## src/design/ovrs_pkg.sv

```systemverilog
package ovrs_pkg;

   localparam int MASS_W  = 16;
   localparam int GRADE_W = 16;
   localparam int PRICE_W = 14;
   localparam int VALUE_W = 30;
   localparam int FRAC_W  = 15;

   localparam logic [PRICE_W-1:0] PRICE_RESET = 14'd8500;

   typedef struct packed {
      logic [MASS_W-1:0]  mass;
      logic [GRADE_W-1:0] grade;
      logic [VALUE_W-1:0] value;
   } ovrs_rec_type;

   typedef struct packed {
      logic [MASS_W-1:0]  mass;
      logic [GRADE_W-1:0] grade;
      logic               last_item;
   } ovrs_req_type;

   typedef struct packed {
      logic [MASS_W-1:0]  out_mass;
      logic [GRADE_W-1:0] out_grade;
      logic [VALUE_W-1:0] out_value;
      logic               overflow;
      logic               last_result;
   } ovrs_rsp_type;

   typedef struct packed {
      logic [PRICE_W-1:0] price_per_kg;
   } ovrs_csr_type;

   typedef struct packed {
      logic               start;
      logic [MASS_W-1:0]  mass;
      logic [GRADE_W-1:0] grade;
      logic [PRICE_W-1:0] price;
   } ovrs_mult_req_type;

   typedef struct packed {
      logic               done;
      logic [VALUE_W-1:0] value;
   } ovrs_mult_rsp_type;

endpackage

```

## src/design/ovrs_value_unit.sv

```systemverilog
module ovrs_value_unit (
   input  logic                       clock,
   input  logic                       reset,
   input  ovrs_pkg::ovrs_mult_req_type mult_req,
   output ovrs_pkg::ovrs_mult_rsp_type mult_rsp
);
   import ovrs_pkg::*;

   localparam int PROD1_W = MASS_W + GRADE_W;
   localparam int PROD2_W = PROD1_W + PRICE_W;

   logic [PROD1_W-1:0] prod1_ff;
   logic [PRICE_W-1:0] price_ff;
   logic [PROD2_W-1:0] prod2_ff;
   logic [1:0]         stage_ff;
   logic [1:0]         stage_in;

   assign stage_in = {stage_ff[0], mult_req.start};

   always_ff @(posedge clock) begin
      if (reset) begin
         stage_ff <= '0;
      end else begin
         stage_ff <= stage_in;
      end
   end

   always_ff @(posedge clock) begin
      prod1_ff <= PROD1_W'(mult_req.mass) * PROD1_W'(mult_req.grade);
      price_ff <= mult_req.price;
      prod2_ff <= PROD2_W'(prod1_ff) * PROD2_W'(price_ff);
   end

   // top bit of the shifted product set means it no longer fits: saturate
   assign mult_rsp.done  = stage_ff[1];
   assign mult_rsp.value = prod2_ff[PROD2_W-1] ? {VALUE_W{1'b1}}
                                               : prod2_ff[FRAC_W +: VALUE_W];
endmodule

```

## config.mk

```make
export PLATFORM = sky130hd
export DESIGN_NAME = ovrs_value_unit
export DESIGN_NICKNAME = d
export VERILOG_FILES = /design/src/design/ovrs_pkg.sv /design/src/design/ovrs_value_unit.sv
export SDC_FILE = /design/constraint.sdc
export NUM_CORES = 2
export LEC_CHECK = 0
export ABC_AREA = 1
export BUFFER_PORTS_ARGS = -buffer_cell sky130_fd_sc_hd__buf_4
export CAP_MARGIN = 40
export CORE_UTILIZATION = 40
export CTS_BUF_LIST = sky130_fd_sc_hd__clkbuf_4
export DETAILED_ROUTE_END_ITERATION = 8
export PLACE_DENSITY_LB_ADDON = 0.25
export SLEW_MARGIN = 40
export SYNTH_ARGS = -nofsm -noshare
export SYNTH_HDL_FRONTEND = slang
export SYNTH_SLANG_ARGS = --single-unit
```

## constraint.sdc

```tcl
create_clock -name clock -period 7.4 [get_ports clock]
set_input_delay 0 -clock clock [delete_from_list [all_inputs] [get_ports clock]]
set_output_delay 0 -clock clock [all_outputs]
set_load 0.005 [all_outputs]
```

==> results.yml <==
setup_path:
  r2r-start: "price_ff[6]"
  start_kind: "flop"
  crit_type: "reg2reg"
  arrival_ps: 6720
  critPathMaxFanout: 13
  r2r_setup_slack_ps: 1160
  cp.required_ps: 7880
  r2r-end: "prod2_ff[44]"
  r2r_cells: 20
  endpoint_kind: "flop"
synth:
  synth_cell_types: 35
  seq_area_frac_synth_pct: 6.15
  ys_warn_count: 0
  netlist_area_um2: 25700
  syn_avg_cell_area_um2: 7.54
  postSynthRegisterBits: 79
  synthFlopType: "dfxtp_1"
  async_flop_share_pct: 0
  synthesis.nets: 4220
  synth_edf_count: 0
  syn_inst: 3409
routing:
  dr.pass1.iters: 5
  met2_length_um: 31900
  via_count: 20300
  met3_length_um: 2600
  post-route-drc-count: 0
  drt-initial-drc-count: 1066
  viasPerCell: 4.76
  drt_wl_total_um: 65200
  top_layer_used: "met4"
  avgRoutedWirePerCell_um: 15.3
  antenna_left: 0
  wl_met1_um: 29300
place:
  dpl.hpwl_um: 54400
  port_buffers: 79
  dp.cells: 4210
  gp_congestion: 0.913
  dpl_cell_area_um2: 27000
cells_and_area:
  final_util_pct: 43.3
  area.growth.synth_to_final_pct: 6.54
  fin_cells: 4257
  drive_above_1_share_pct: 5.31
  fin_nets: 4216
  fin_area_um2: 27400
global_route:
  grt_start_max_net_pins: 33
  track_usage_pct: 21.3
  grt_antenna_before_repair: 1
  grt_overflow: 0
  grt_pass1_wl_um: 112000
  grt_pass1_vias: 22000
status:
  status: "finished, final reports clean"
cts:
  postCtsResizedCells: 0
  cts.sinks: 79
  cts_max_level: 3
  worstSkewPairLatency_ps: 630
  cts_buffer_depth: 2
  cts-root-buf: "clkbuf_4"
  cts_made_buffers: 9
  path_clk_slew_ps: 160
  cts_tree: "built"
sta:
  setup_viol: 0
  tightest_slew_ps: 842
  skew_ps: 68.3
  max_freq_mhz: 160
  rsz0062_at_grt: "no"
  max_slew_margin_pct: 43.8
  final.setup.tns_ps: 0
  min_period_ps: 6240
  finalMaxSlewViolations: 0
  hold_viol_final: 0
  period_share_pct: 84.3
floorplan:
  design.core.area_um2: 63300
  die_x_um: 256
  start_util_pct: 40.6
  dieArea_um2: 65300
  core.rowCount: 92
  num_io_pins: 80
  die_h_um: 256
worst_hold_path:
  whs_path_depth: 2
  hold_class: "in2reg"
  hold_start: "mult_req[4]"
  whs_endpoint: "price_ff[4]"
flow_run:
  maxCapViolCount: 0
[final cells by class]
cell class | count | area (µm²)
clock buffers | 10 | 75.1
multi-input cells | 2178 | 19800
clock inverters | 6 | 37.5
flip-flops and latches | 79 | 1600
repair buffers | 127 | 1030
inverters | 1010 | 3790
fillers | 6572 | 35900
well taps | 846 | 1060
diodes | 1 | 2.50
[logic make-up after synthesis]
group,count (synthesis),share of synthesized area (%)
fa+ha+maj,762,53.1
flops,79,6.15
simple gates,1210,18.9
compound gates,160,3.40
buf+inv,1152,16.8
xor+xnor,46,1.57
[synth_stat cells (22+ instances only)]
master | instances | area share (%)
ha_1 | 212 | 10
inv_1 | 1006 | 15
nand3_1 | 53 | 1.0
fa_1 | 550 | 43
or2_2 | 30 | 0.73
dfxtp_1 | 79 | 6.1
o21ai_0 | 37 | 0.72
nand4_1 | 22 | 0.54
a21oi_1 | 83 | 1.6
nor2_1 | 109 | 1.6
nand2_1 | 953 | 14
clkbuf_1 | 141 | 2.1
xor2_1 | 36 | 1.2
[state kept, by name, summed over array words and instances (netlist names)]
name      flops
price_ff     14
stage_ff      2
prod2_ff     31
prod1_ff     32
[worst max path at each step]
stage,start,end,depth (start not counted)
after global routing,price_ff[6],prod2_ff[44],20
after floorplan,prod1_ff[10],prod2_ff[44],20
after CTS,price_ff[6],prod2_ff[44],20
after detailed placement,price_ff[6],prod2_ff[44],20
final,price_ff[6],prod2_ff[44],20
after global placement,price_ff[9],prod2_ff[24],19
[stage by stage]
stage          hold slack, ps  setup slack (ps)
2_1_floorplan            27.7              2280
3_3_place_gp              106              1250
3_5_place_dp              106              1300
4_1_cts                  5.21              1220
5_1_grt                  19.5               797
6_report                 57.2              1160
[cell usage in the layout (no fill, tap or decap), types with 37 or more instances in the layout]
cell	netlist	layout
nor2_1	109	109
o21ai_0	37	37
dfxtp_1	79	71
inv_1	1006	1006
nand2_1	953	953
nand3_1	53	53
ha_1	212	212
a21oi_1	83	83
fa_1	550	550
buf_4	1	97
[layer usage]
metal  vias up  global-route usage, %
met2       416                   37.3
met4         0                   5.47
li1       9616                      -
met1     10100                   28.3
met5         -                      0
met3        90                   1.95
[worst max-delay path, stage by stage, from the launching register on]
cell	delay, ps
dfxtp_1	800
buf_4	350
nand2_1	100
fa_1	510
fa_1	520
inv_1	60
fa_1	440
fa_1	430
fa_1	530
inv_1	60
fa_1	490
inv_1	40
ha_1	340
a21oi_1	250
o21ai_0	190
a21oi_1	300
nor2_1	90
o21ai_0	360
nand3_1	120
nand2_1	80
nand2_1	40
[what timing repair did]
action                     4_1_cts  5_1_grt
setup buffers                    0        0
setup endpoints to repair        0        0
hold endpoints to repair        19        0
hold buffers                    30        0
Power is left out: the tool's default activity adds up to more than one toggle a clock period on the data nets, which glitch-free logic cannot reach.
